## src/sv/hufd_ram.sv

```systemverilog
module hufd_ram #(
  parameter int WIDTH = 8,
  parameter int DEPTH = 16
) (
  input  logic                     clk,
  input  logic                     we,
  input  logic                     re,
  input  logic [$clog2(DEPTH)-1:0] addr,
  input  logic [WIDTH-1:0]         wdata,
  output logic [WIDTH-1:0]         rdata
);

  logic [WIDTH-1:0] mem [DEPTH];
  logic [WIDTH-1:0] rdata_r;

  always_ff @(posedge clk) begin
    if (we) begin
      mem[addr] <= wdata;
    end
    if (re) begin
      rdata_r <= mem[addr];
    end
  end

  assign rdata = rdata_r;

endmodule

```

## config.mk

```make
export PLATFORM = sky130hd
export DESIGN_NAME = hufd_ram
export DESIGN_NICKNAME = d
export VERILOG_FILES = /design/src/sv/hufd_ram.sv
export SDC_FILE = /design/constraint.sdc
export NUM_CORES = 1
export LEC_CHECK = 0
export BUFFER_PORTS_ARGS = -buffer_cell sky130_fd_sc_hd__buf_2
export CAP_MARGIN = 20
export CORE_AREA = 2 2 112 124
export DETAILED_ROUTE_END_ITERATION = 10
export DIE_AREA = 0 0 114 126
export GPL_TIMING_DRIVEN = 0
export SYNTH_ARGS = -nofsm -noshare
export SYNTH_HDL_FRONTEND = slang
export SYNTH_SLANG_ARGS = --single-unit
```

## constraint.sdc

```tcl
create_clock -name clk -period 5.57 [get_ports clk]
set_input_delay 1.114 -clock clk [delete_from_list [all_inputs] [get_ports clk]]
set_output_delay 1.114 -clock clk [all_outputs]
set_load 0.01 [all_outputs]
```

## Word level (Yosys, flattened, before mapping)

Memories as Yosys holds them, arrays and structs flattened. A register that Yosys moved wholly into a read port is not among the register bits.
Index checks and enable logic that the tools add are counted.

| word-level totals | value |
|---|---|
| register bits after elaboration | 0 |
| memory bits (writable) | 128 |
| input bits | 15 |
| output and inout bits | 8 |
| logic and storage cells | 3 |
| memories kept | 1 |

Memory list:

| memory | words | bits a word | read ports | clocked after Yosys merged registers in | wr ports | RTL line | text |
|---|---|---|---|---|---|---|---|
| mem | 16 | 8 | 1 | 1 | 1 | 13 | `logic [WIDTH-1:0] mem [DEPTH];` |

| cells by class | value |
|---|---|
| multiplexer cells | 2 |

Operator list:

| cell | count |
|---|---|
| 1-bit 2-to-1 mux | 2 |

## Logic depth before layout (Yosys ltp)

| logic depth | value |
|---|---|
| depth in word-level cells | 2 |
| depth in mapped cells | 5 |
| gate-level depth less buffers | 3 |

## Worst setup path after synthesis

Ideal clock, no wire load.

| timing | value |
|---|---|
| path type | input to register |
| start point | input addr[2] |
| end point | memory mem[0][0], enable pin |
| library setup time | 0.383 ns |
| arrival time | 2.224 ns |
| required time | 5.187 ns |
| path slack | 2.963 ns |
| stages | 2 |
| path buffers | 0 |
| cell sequence | or3b_2 > nor3_1 |

RTL lines:

| element | RTL line | text |
|---|---|---|
| start: declaration | 8 | `input logic [$clog2(DEPTH)-1:0] addr,` |
| end: declaration | 13 |  |

No word-level cell before the write port.

## Worst setup path in the final report

| timing | value |
|---|---|
| start point | input addr[1] |
| end point | memory mem[3][1], enable pin |

No word-level cell before the write port.

==> results.yml <==
worst_setup_path:
  crit_required_ns: 5.60
  cp_cell_sequence: "buf_2, buf_1, nand2_1, nor2_1"
  path_class: "input port to register"
  cp_top_family: "simple AND/OR/NAND/NOR gates"
  crit_arrival_ns: 2.76
  path_max_fanout: 10
  end_kind: "register"
  crit_path_top_delay_cell: "nor2_1"
  max_stage_delay_ns: 0.68
  startpoint_type: "input port"
  crit_buf_inv: 2
timing:
  hold_viol: 0
  max_freq_ghz: 0.367
  drv_slew: 0
  finClkSkew_ns: 0.00719
  worst-slew-pin-transition_ns: 0.810
  setup_violations: 0
  fin_crit_ns: 2.73
  fin_tns_setup_ns: 0
  grt_setup_unrepaired: "no"
  slew_headroom: 0.458
  post-route-period-util: 0.490
floorplan:
  rows: 44
  die_h_um: 126
  die_width_um: 114
  die_area_mm2: 0.0144
  coreArea_mm2: 0.0131
  num_io_pins: 23
  initial_core_util: 0.393
synthesis:
  syn_avg_cell_area_um2: 22.4
  synth_area_mm2: 0.00515
  synth_warnings: 0
  syn-num-nets: 245
  synth-seq-cells: 136
  synth.yosys.seq_area_share: 0.793
  synth_cell_type_count: 17
  netlist_instances: 230
global_route:
  antenna_found_initial: 0
  grt_usage: 0.151
  overflow: 0
  first_global_vias: 2508
  grt_max_degree: 17
  grt_pass1_wl_um: 15100
flow_run:
  maxCapViolations: 0
drt:
  vias_per_cell: 5.32
  drt-initial-drc-count: 254
  drt-total-wl_um: 9900
  ant_nets: 0
  drt-pass1-iter-count: 5
  vias: 2379
  drc: 0
  wl_per_cell_um: 22.1
placement:
  placedCellCount: 415
  port_buffers: 20
  globalplace.congestion: 0.758
  hpwl_um: 6460
final_layout:
  antennaDiodeCount: 0
  final_cells: 447
  final_common_cell: "edfxtp_1"
  fin_util: 0.458
  final_cell_mix: "136 x edfxtp_1, 32 x mux4_2, 23 x buf_2"
  drive_gt1_frac: 0.304
  areaGrowthSynthToFinish_pct: 16.6
  fill_cells: 1096
  fin_nets: 288
cts:
  clkTransAtPathRegs_ns: 0.05
  cts_tree: "yes"
  numCtsBuffers: 17
  clock_latency_ns: 0.41
  hold_buffers: 0
  cts.path.max_buffers: 2
  numClockSinks: 136
  cts-resized-gates: 0
  cts_setup_buffers: 0
  root_buffer: "clkbuf_16"
  cts_max_level: 4
hold_path:
  hp-class: "register to register"
outcome:
  outcome: "complete, no violations"
power:
  leakagePower_nw: 1.93
  ir_drop_v: 0.000206
  power_density_mw_per_mm2: 376
-- where the power goes --
group          internal, mW  switching (mW)  total (mW)
Sequential             1.15         0.00502        1.16
Clock                 0.606           0.381       0.987
Combinational        0.0427          0.0653       0.108
-- tightest hold or removal path: stages (launching register included) --
cell and delay [ns]:
edfxtp_1 0.31, mux4_2 0.23, a22oi_1 0.06, nand2_1 0.06
-- path summary, 6_finish.rpt --
check / from / endpoint / slack [ns] / cells after the start
max: addr[1] / mem[3][1]$_DFFE_PP_ / 2.84 / 4
min: mem[6][1]$_DFFE_PP_ / rdata[1]$_DFFE_PP_ / 0.78 / 3
max reg2reg: mem[11][7]$_DFFE_PP_ / rdata[7]$_DFFE_PP_ / 4.04 / 3
min reg2reg: mem[6][1]$_DFFE_PP_ / rdata[1]$_DFFE_PP_ / 0.78 / 3
-- sequential cells by signal, summed over array words and instances, names as in the netlist --
name   flops
mem      128
rdata      8
-- per-layer routing --
layer,vias up,share of wire,global-route usage
met5,-,0,0
met2,62,0.50,0.237
li1,1056,-,-
met4,0,0.0077,0.0545
met3,6,0.048,0.0414
met1,1255,0.44,0.204
-- metrics by stage --
stage	setup slack (ns)	hold WS (ns)	total power [mW]	cell area, µm²
final	2.84	0.777	2.25	6000
after global placement	2.26	0.752	1.29	5450
after floorplan	2.96	0.710	1.24	5150
after global routing	2.62	0.807	2.33	6000
after detailed placement	2.35	0.756	1.29	5480
after CTS	2.77	0.770	2.27	6000
-- layout make-up --
cell class	count	area [µm²]	area share
Clock buffer	22	444	0.0740
Sequential cell	136	4080	0.681
Multi-Input combinational cell	83	1000	0.167
Buffer	11	60.1	0.0100
Clock inverter	10	80.1	0.0133
Timing Repair Buffer	24	128	0.0213
Tap cell	161	201	0.0336
-- cell usage after synthesis --
cell | n | area (µm²)
buf_2 | 2 | 10.0
edfxtp_1 | 136 | 4080
nor2b_1 | 2 | 12.5
clkbuf_1 | 2 | 7.51
a22oi_1 | 16 | 120
and2_1 | 1 | 6.26
buf_1 | 4 | 15.0
nor3_1 | 4 | 20.0
nor2_1 | 13 | 48.8
nand2b_1 | 2 | 12.5
mux4_2 | 32 | 721
buf_6 | 2 | 22.5
clkbuf_2 | 1 | 5.00
nand3_1 | 1 | 5.00
nand2_1 | 9 | 33.8
or3b_2 | 1 | 8.76
nand3b_1 | 2 | 15.0
-- cells by family (layout without fill, tap and decap cells) --
logic type | count (synthesis) | in the layout | share of synthesized area
buffers and inverters | 11 | 67 | 0.0117
AND/OR/NAND/NOR | 35 | 35 | 0.0316
flip-flops | 136 | 136 | 0.793
multiplexers | 32 | 32 | 0.140
AO/OA/AOI/OAI | 16 | 16 | 0.0233
Power figures use the tool's default switching activity.
