File: config.mk
export PLATFORM = sky130hd
export DESIGN_NAME = hufd_res_buf
export DESIGN_NICKNAME = d
export VERILOG_FILES = /design/src/sv/hufd_pkg.sv /design/src/sv/hufd_res_buf.sv
export SDC_FILE = /design/constraint.sdc
export NUM_CORES = 1
export LEC_CHECK = 0
export BUFFER_PORTS_ARGS = -buffer_cell sky130_fd_sc_hd__buf_4
export CAP_MARGIN = 15
export CORE_UTILIZATION = 40
export DETAILED_ROUTE_END_ITERATION = 10
export PLACE_DENSITY_LB_ADDON = 0.2
export SYNTH_ARGS = -nofsm -noshare
export SYNTH_HDL_FRONTEND = slang
export SYNTH_SLANG_ARGS = --single-unit
File: constraint.sdc
create_clock -name clk -period 1.95 [get_ports clk]
set_clock_uncertainty 0.05 [all_clocks]
set_input_delay 0.0975 -clock clk [delete_from_list [all_inputs] [get_ports clk]]
set_output_delay 0.0975 -clock clk [all_outputs]
set_load 0.01 [all_outputs]
File: src/sv/hufd_pkg.sv
package hufd_pkg;

  // Default sizes of the node memory, the code length limit and the symbol width.
  localparam int MAX_NODES_DEF    = 512;
  localparam int MAX_CODE_LEN_DEF = 16;
  localparam int SYMBOL_BITS_DEF  = 8;

  // Item kinds carried on in_tuser.
  localparam logic [1:0] KIND_CLEAR  = 2'd0;
  localparam logic [1:0] KIND_TABLE  = 2'd1;
  localparam logic [1:0] KIND_DECODE = 2'd2;

  // Result status codes carried on out_tuser.
  localparam logic [2:0] ST_SYMBOL  = 3'd0;
  localparam logic [2:0] ST_CLEARED = 3'd1;
  localparam logic [2:0] ST_ADDED   = 3'd2;
  localparam logic [2:0] ST_FULL    = 3'd3;
  localparam logic [2:0] ST_BADPATH = 3'd4;
  localparam logic [2:0] ST_MIDCODE = 3'd5;

  // One result on its way to the output stage.
  typedef struct packed {
    logic [7:0] symbol;
    logic [2:0] status;
  } res_t;

endpackage

File: src/sv/hufd_res_buf.sv
module hufd_res_buf
  import hufd_pkg::*;
(
  input  logic       clk,
  input  logic       rst_n,
  input  logic       push_i,
  input  res_t       push_res_i,
  input  logic       fin_i,
  output logic       ready_o,
  output logic       out_tvalid,
  input  logic       out_tready,
  output logic [7:0] out_tdata,
  output logic [2:0] out_tuser,
  output logic       out_tlast
);

  // The newest result is held back one step so that its last flag is known
  // when it moves on to the output register.
  logic pend_v_r, pend_v_nxt;
  res_t pend_r, pend_nxt;
  logic out_v_r, out_v_nxt;
  res_t out_r, out_nxt;
  logic last_r, last_nxt;
  logic out_free;

  assign out_free = !out_v_r || out_tready;
  assign ready_o  = !pend_v_r || out_free;

  always_comb begin
    pend_v_nxt = pend_v_r;
    pend_nxt   = pend_r;
    out_v_nxt  = out_v_r && !out_tready;
    out_nxt    = out_r;
    last_nxt   = last_r;
    if (push_i && ready_o) begin
      if (pend_v_r) begin
        out_v_nxt = 1'b1;
        out_nxt   = pend_r;
        last_nxt  = 1'b0;
      end
      pend_v_nxt = 1'b1;
      pend_nxt   = push_res_i;
    end else if (fin_i && ready_o && pend_v_r) begin
      out_v_nxt  = 1'b1;
      out_nxt    = pend_r;
      last_nxt   = 1'b1;
      pend_v_nxt = 1'b0;
    end
  end

  always_ff @(posedge clk) begin
    if (!rst_n) begin
      pend_v_r <= 1'b0;
      out_v_r  <= 1'b0;
    end else begin
      pend_v_r <= pend_v_nxt;
      out_v_r  <= out_v_nxt;
    end
    pend_r <= pend_nxt;
    out_r  <= out_nxt;
    last_r <= last_nxt;
  end

  assign out_tvalid = out_v_r;
  assign out_tdata  = out_r.symbol;
  assign out_tuser  = out_r.status;
  assign out_tlast  = last_r;

endmodule
* After elaboration in Yosys (flattened, before gate mapping)
Index checks and enable logic that the tools add are counted.
Storage, ports and cells: bits in registers 25, output and inout port bits 14, bits of input ports 16
Cells by class: equality and inequality tests 1, reductions and logical operators 11, multiplexer cells 11
Operator list (number):
- $mux 11 | 3
- $mux 1 | 8
- $logic_and 1x1->1 | 4
- $logic_not 1->1 | 3
- $logic_or 1x1->1 | 2
- $ne 2x2->1 const B | 1
- $reduce_and 2->1 | 1
- $reduce_bool 2->1 | 1

* Depth between registers and ports, before layout
Gate-level depths: netlist of the first run.
word-level depth 7, mapped depth 2, gate-level depth less buffers 2

* Worst setup path before layout of the first run
OpenSTA, ideal clock, no wires.
path kind flip-flop to flip-flop, start reg out_v_r, in the netlist out_tvalid, end reg out_r, in the netlist out_tdata[0] (enable), stages on the path, launching flop included 3, setup time 382 ps, data required time 1518 ps, path slack 491 ps, arrival time 1028 ps, cell sequence dfxtp_1 > nand2b_2 > nor2b_1
On the way: word-level cells in the longest chain between the ends 7
RTL lines:
- start: declaration | RTL line hufd_res_buf.sv:21 | logic out_v_r, out_v_nxt;
- start signal: assignment | RTL line hufd_res_buf.sv:57 | out_v_r <= out_v_nxt;
- $logic_not 1->1 * | RTL line hufd_res_buf.sv:26 | assign out_free = !out_v_r || out_tready;
- $logic_or 1x1->1 * | RTL line hufd_res_buf.sv:26
- $logic_or 1x1->1 * | RTL line hufd_res_buf.sv:27 | assign ready_o = !pend_v_r || out_free;
- $logic_and 1x1->1 (2 in a row) | RTL line hufd_res_buf.sv:43 | end else if (fin_i && ready_o && pend_v_r) begin
- $reduce_bool 2->1 (no line)
- $reduce_and 2->1 (no line) *
- end signal: assignment | RTL line hufd_res_buf.sv:60 | out_r <= out_nxt;
- end: declaration | RTL line hufd_res_buf.sv:22 | res_t out_r, out_nxt;
Mark *: on every way between the ends. The rest lies on a longest branch, timed or not. A chain may end at the register's enable or synchronous reset.

* Worst setup path in the final report of the first run
start reg out_v_r, in the netlist out_tvalid, end reg pend_r[4] (netlist name) (enable)
On the way: word-level cells in the longest chain between the ends 4
RTL lines:
- $logic_not 1->1 | RTL line hufd_res_buf.sv:26
- $logic_or 1x1->1 | RTL line hufd_res_buf.sv:26
- $logic_or 1x1->1 | RTL line hufd_res_buf.sv:27
- $logic_and 1x1->1 | RTL line hufd_res_buf.sv:35 | if (push_i && ready_o) begin
- end signal: assignment | RTL line hufd_res_buf.sv:59 | pend_r <= pend_nxt;
- end: declaration | RTL line hufd_res_buf.sv:20 | res_t pend_r, pend_nxt;
No other way between the ends.

==> results of run 1 <==
per-stage QoR:
stage | setup WS [ps] | util [%] | cells | cell area (sq um)
after floorplan | 491 | - | 35 | 791
after global placement | 695 | 58.7 | 90 | 1050
after detailed placement | 680 | 58.7 | 90 | 1050
after CTS | 649 | 68.1 | 108 | 1210
after global routing | 560 | 68.1 | 108 | 1210
final | 618 | 68.1 | 108 | 1210
what timing repair did:
item / 4_1_cts / 5_1_grt
hold endpoints to repair: 13 / 0
resized for setup: 0 / 0
hold buffers: 14 / 0
final cells by class:
class | instances | share of cell area, %
sequential | 25 | 60.1
clock inverter | 1 | 0.412
inverter | 1 | 0.309
timing repair buffer | 44 | 30.1
tap | 25 | 2.57
clock buffer | 3 | 1.85
multi-input combinational | 9 | 4.63
kinds of logic after synthesis:
logic type | after synthesis | share of synthesized area [%]
AO/OA/AOI/OAI | 4 | 3.01
buffers and inverters | 1 | 0.474
flip-flops | 25 | 92.4
AND/OR/NAND/NOR | 5 | 4.12
Yosys cell counts (all sizes together):
master   n
dfxtp    2
inv      1
and2     1
a31oi    1
o21ai    2
nand3b   1
nand2    1
nand2b   1
edfxtp  23
nor2b    1
a21boi   1
worst max-delay path: cells and delay by family, from the launching register on:
kind          cells  cell delay [ps]
flops             1              360
simple gates      2              570
worst paths after layout:
check | depth (start not counted) | endpoint
setup / recovery | 2 | pend_r[4]
hold / removal | 2 | out_tlast
setup reg to reg | 2 | pend_r[4]
hold reg to reg | 0 | out_tdata[0]
state kept, by name (all words and copies together) (netlist names):
register and flops:
pend_r 11, out_tlast 1, out_tdata 8, out_tvalid 1, out_tuser 3, pend_v_r 1
power by group:
part / leakage (nW) / switching, mW / internal (mW)
clock network: 0.0177 / 0.140 / 0.0765
registers: 0.235 / 0.00790 / 0.617
logic: 0.227 / 0.0341 / 0.0575
per-layer routing:
metal	wire length, microns	vias to the layer above	GRT usage, %	part of all wire (%)
met5	0	-	0	0
met4	0	0	7.06	0
met3	51	0	3.53	4.3
met2	642	18	21.4	55
met1	480	220	12.7	41
li1	-	231	-	-
==> impl_metrics.csv, run 1 <==
group,metric,value,unit
synthesis,synth_seq_area_share,92.4,%
timing,whs,18.8,ps
worst_setup_path,r2r-start,"out_tvalid",
worst_hold_path,min-delay-start,"push_i",
routing,wl_per_cell,10.9,microns
clocking,cts_buffer_depth,2,
die,start_util,44.4,%
global_route,grt_pass1_vias,428,
global_route,grt_pass1_wl,1680,microns
die,die-area,0.00216,sq mm
worst_setup_path,r2r_setup_slack,620,ps
global_route,antenna_found_initial,0,
pwr,p_leak,0.480,nW
synthesis,avgSynthCellArea,22.6,sq um
timing,rsz0062_at_grt,"no",
final_layout,final_nets,100,
clocking,post-cts-setup-buffers,0,
die,core,0.00178,sq mm
status,status,"finished, final reports clean",
worst_setup_path,max_stage_delay,450,ps
timing,hold_violations,0,
final_layout,multi_input_area,56.3,sq um
clocking,cts-buffers-inserted,3,
timing,finalSetupViolCount,0,
pwr,ir_drop,520,uV
global_route,grt_max_degree,15,
synthesis,synth_top_area_share,87.3,%
routing,route.vias.total,469,
synthesis,synth_cell_type_count,11,
worst_setup_path,arrival,1240,ps
worst_setup_path,cp.required,1860,ps
final_layout,mostFrequentLayoutCells,"buf_4, edfxtp_1, dlygate4sd3_1",
worst_setup_path,worstSetupPathType,"reg2reg",
routing,postRouteWirelength,1170,microns
clocking,insertion_delay,310,ps
clocking,cts_sinks,25,
final_layout,seq_area,731,sq um
synthesis,netlist_top_cells_area,"edfxtp_1, dfxtp_1, o21ai_1",
worst_setup_path,endpoint_kind,"register",
die,std_cell_rows,15,
placed_design,place_congestion,0.664,
worst_setup_path,crit_fanout,11,
routing,final_antenna_net_count,0,
routing,vias_per_cell,4.34,
clocking,tritoncts,"done",
clocking,htreeDepth,1,
timing,period_minus_slack,1330,ps
timing,tightest_slew,484,ps
final_layout,final_common_cell,"buf_4",
routing,drtPass1Iterations,4,
global_route,grt_usage,12.2,%
flow_run,maxCapViolations,0,
worst_setup_path,critPathLaunchType,"register",
clocking,cts_root_buf,"clkbuf_4",
pwr,power,0.933,mW
routing,drcViolationCount,0,
synthesis,netlist_area,791,sq um
synthesis,yosysWarnings,0,
synthesis,ys_ff_latch,25,
placed_design,numPortBuffers,29,
final_layout,diodes,0,
timing,maxClockFrequency,751,MHz
worst_hold_path,hold_class,"in2reg",
worst_setup_path,cp_slowest_cell,"and2_1",
clocking,clk_pin_slew,130,ps
synthesis,synth_nets,51,
timing,fin_crit_sh,68.3,%
routing,drtIter0Drc,8,
timing,setup_tns,0,ps
worst_setup_path,startpoint,"out_tvalid",
die,io_pins,30,
final_layout,nFillCells,127,
synthesis,syn_inst,35,
timing,slew_violations,0,
global_route,grt_overflow,0,
final_layout,layout-drive-gt1-share,42.2,%
placed_design,dp_hpwl,753,microns
pwr,powerDensity,768,mW/mm^2
timing,slew_headroom,67.8,%
final_layout,area_delta_synth_final,53.6,%
die,die-width,46.5,microns
synthesis,synth_top_area_cell,"edfxtp_1",
worst_setup_path,worstPathCellList,"nand3b_1 > and2_1",
die,die_h,46.5,microns
Power figures use the tool's default switching activity.
==> run 2: changes to the inputs <==
--- a/config.mk
+++ b/config.mk
@@ -5,6 +5,7 @@
 export SDC_FILE = /design/constraint.sdc
 export NUM_CORES = 1
 export LEC_CHECK = 0
+export ABC_AREA = 1
 export BUFFER_PORTS_ARGS = -buffer_cell sky130_fd_sc_hd__buf_4
 export CAP_MARGIN = 15
 export CORE_UTILIZATION = 40
==> constraint.sdc (replaced) <==
create_clock -name clk -period 1.2 [get_ports clk]
set_clock_uncertainty 0.05 [all_clocks]
set_input_delay 0.06 -clock clk [delete_from_list [all_inputs] [get_ports clk]]
set_output_delay 0.06 -clock clk [all_outputs]
set_load 0.01 [all_outputs]
==> run 2 against run 1 <==
  * Clock power grew 62%
  * Sequential power up 63%
  * First-iteration DRC count up 50%
  * Combinational power increased by 110%
  * Sequential cell count is the same
  * Largest cell class unchanged
  * The run now ends with negative hold slack, negative setup slack left
  * Area after synthesis grew 0.16%
  * Sequential share of layout area shrank 3.9 points
==> impl_metrics.csv, run 2 <==
group,metric,value,unit
status,status,"complete, but fails checks",
status,violations,"negative hold slack, negative setup slack",
synthesis,synthFlopType,"edfxtp_1",
routing,drcViolationCount,0,
pwr,ir_drop,937,uV
pwr,powerDensity,1190,mW/mm^2
worst_setup_path,cp_slowest_cell,"dfxtp_2",
placed_design,numPortBuffers,29,
clocking,clk_pin_slew,130,ps
worst_setup_path,critPathTopFamily,"buffers and inverters",
synthesis,synth_cell_type_count,8,
routing,final_antenna_net_count,0,
worst_hold_path,hold_class,"in2reg",
placed_design,dpl.cell_count,95,
timing,fin_crit_sh,100,%
global_route,grt_max_degree,15,
synthesis,netlist_top_cells_area,"edfxtp_1, dfxtp_1, inv_1",
worst_setup_path,worst-path-buf-inv,3,
worst_setup_path,r2r-end,"out_tlast",
global_route,grt_pass1_vias,417,
timing,worst_slack,-0.272,ps
synthesis,synthArstFlopShare,0,%
pwr,power_frac_comb,12.2,%
worst_setup_path,worstPathCellList,"buf_6 > o211ai_1 > inv_2 > clkbuf_16",
die,die-area,0.00216,sq mm
pwr,p_seq_share,65.4,%
synthesis,syn_inst,37,
routing,drtIter0Drc,12,
synthesis,yosysWarnings,0,
worst_setup_path,arrival,1190,ps
global_route,grt_pass1_wl,1620,microns
worst_setup_path,endpoint_kind,"register",
synthesis,synth_top_area_share,87.2,%
final_layout,area_delta_synth_final,64.5,%
synthesis,synth_nets,53,
final_layout,fin_cells,116,
worst_setup_path,max_stage_delay,370,ps
worst_setup_path,worstSetupPathType,"reg2reg",
synthesis,netlist_area,792,sq um
clocking,cts_buffer_depth,2,
synthesis,yosysMostFrequentCell,"edfxtp_1",
timing,rsz0062_at_grt,"yes",
die,die_h,46.5,microns
routing,vias_per_cell,4.23,
die,start_util,44.4,%
final_layout,regMostFlops,"pend_r",
worst_setup_path,r2r-start,"pend_v_r",
pwr,intPower,1.25,mW
placed_design,place_congestion,0.636,
routing,postRouteWirelength,1370,microns
timing,slew_violations,0,
final_layout,largest_register_ffs,11,
synthesis,avgSynthCellArea,21.4,sq um
timing,finalSetupViolCount,1,
worst_setup_path,startpoint,"pend_v_r",
final_layout,final_util,73.1,%
synthesis,ys_ff_latch,25,
final_layout,final_nets,108,
timing,period_minus_slack,1200,ps
final_layout,layout-drive-gt1-share,51.6,%
pwr,switching_share,19.8,%
clocking,cts_root_buf,"clkbuf_4",
routing,drtPass1Iterations,4,
synthesis,synth_edf_count,23,
pwr,power,1.56,mW
clocking,htreeDepth,1,
pwr,p_clk_share,22.4,%
timing,hold_violations,1,
final_layout,final_common_cell,"buf_4",
global_route,grt_usage,11.8,%
placed_design,dpl_cell_area,0.00108,sq mm
worst_setup_path,cp.required,1190,ps
timing,maxClockFrequency,833,MHz
worst_setup_path,crit_fanout,6,
final_layout,mostFrequentLayoutCells,"buf_4, edfxtp_1, dlygate4sd3_1",
global_route,antenna_found_initial,0,
clocking,cts_sinks,25,
clocking,cts-buffers-inserted,3,
routing,route.vias.total,491,
worst_setup_path,path_depth,4,
clocking,insertion_delay,300,ps
flow_run,maxCapViolations,0,
global_route,grt_overflow,0,
die,io_pins,30,
die,die-width,46.5,microns
timing,tightest_slew,282,ps
synthesis,synth_common_cells,"edfxtp_1, inv_1, nand2_1",
pwr,p_leak,0.532,nW
die,core,0.00178,sq mm
worst_setup_path,r2r_setup_slack,-0.3,ps
worst_setup_path,rr_worst_depth,4,
final_layout,diodes,0,
routing,wl_per_cell,11.8,microns
pwr,p_switching,0.308,mW
synthesis,synth_seq_area_share,92.3,%
final_layout,nFillCells,116,
worst_setup_path,critPathLaunchType,"register",
timing,whs,-1.74,ps
clocking,tritoncts,"done",
die,std_cell_rows,15,
synthesis,synth_top_area_cell,"edfxtp_1",
final_layout,final_area,0.00130,sq mm
worst_setup_path,cp-endpoint,"out_tlast",
timing,slew_headroom,81.1,%
## run 2: cell count changes in the layout (fill, tap and decap cells not counted), moves of 2 or more
| cell | delta |
|---|---|
| nand2_1 | +2 |
| clkinvlp_4 | +2 |
| dlygate4sd3_1 | -2 |
| o21ai_1 | -2 |
| buf_4 | +3 |
## run 2: what timing repair did
item | 4_1_cts | 5_1_grt
setup buffers | 0 | 2
resized for setup | 0 | 7
endpoints found under the setup margin | 0 | 23
hold buffers | 13 | 0
hold endpoints to repair | 13 | 0
## run 2: worst register-to-register path, delay by kind of cell (launching register included)
kind	cells	cell delay, ps
buffers and inverters	3	400
DFF	1	370
AOI/OAI and AO/OA	1	130
## run 2: layer usage
layer | share of wire, % | global-route usage, % | wire [microns] | vias to the layer above
met4 | 2.5 | 7.06 | 34 | 0
met3 | 7.2 | 3.53 | 99 | 6
li1 | - | - | - | 246
met5 | 0 | 0 | 0 | -
met1 | 37 | 10.3 | 501 | 202
met2 | 54 | 22.5 | 738 | 37
## run 2: area by class of cell
type / instances / area, sq um / share of cell area [%]
Clock inverter: 1 / 5.00 / 0.384
Clock buffer: 3 / 22.5 / 1.73
Inverter: 4 / 18.8 / 1.44
Multi-Input combinational cell: 8 / 48.8 / 3.75
Sequential cell: 25 / 732 / 56.2
Timing Repair Buffer: 49 / 437 / 33.5
Tap cell: 25 / 31.3 / 2.40
Timing Repair inverter: 1 / 7.51 / 0.576
## run 2: power groups by stage
stage	registers, mW	logic [mW]	clock network [mW]
finish	1.02	0.190	0.349
detailed placement	1.04	0.128	0
global route	1.02	0.203	0.382
floorplan	1.05	0.0254	0
global placement	1.04	0.128	0
CTS	1.02	0.162	0.356
## run 2: how the worst min path moves through the flow
stage / start / endpoint / slack (ps) / cells after the start
detailed placement: push_res_i[7] / pend_r[7] / 190 / 1
floorplan: push_res_i[0] / pend_r[0] / 110 / 0
CTS: out_tready / out_tvalid / -10 / 4
finish: out_tready / out_tvalid / -2 / 4
global route: out_tready / out_tvalid / 10 / 4
global placement: push_res_i[5] / pend_r[5] / 190 / 1
## run 2: stage by stage
step	TNS, ps	setup WS, ps
global placement	0	50.3
finish	-0.272	-0.272
floorplan	0	12.0
detailed placement	0	42.1
CTS	0	23.7
global route	-322	-43.3
## run 2: cells by family after synthesis
group	share of synthesized area [%]
and+or+nand+nor	3.16
buffers and inverters	1.90
AOI/OAI and AO/OA	2.69
DFF	92.3
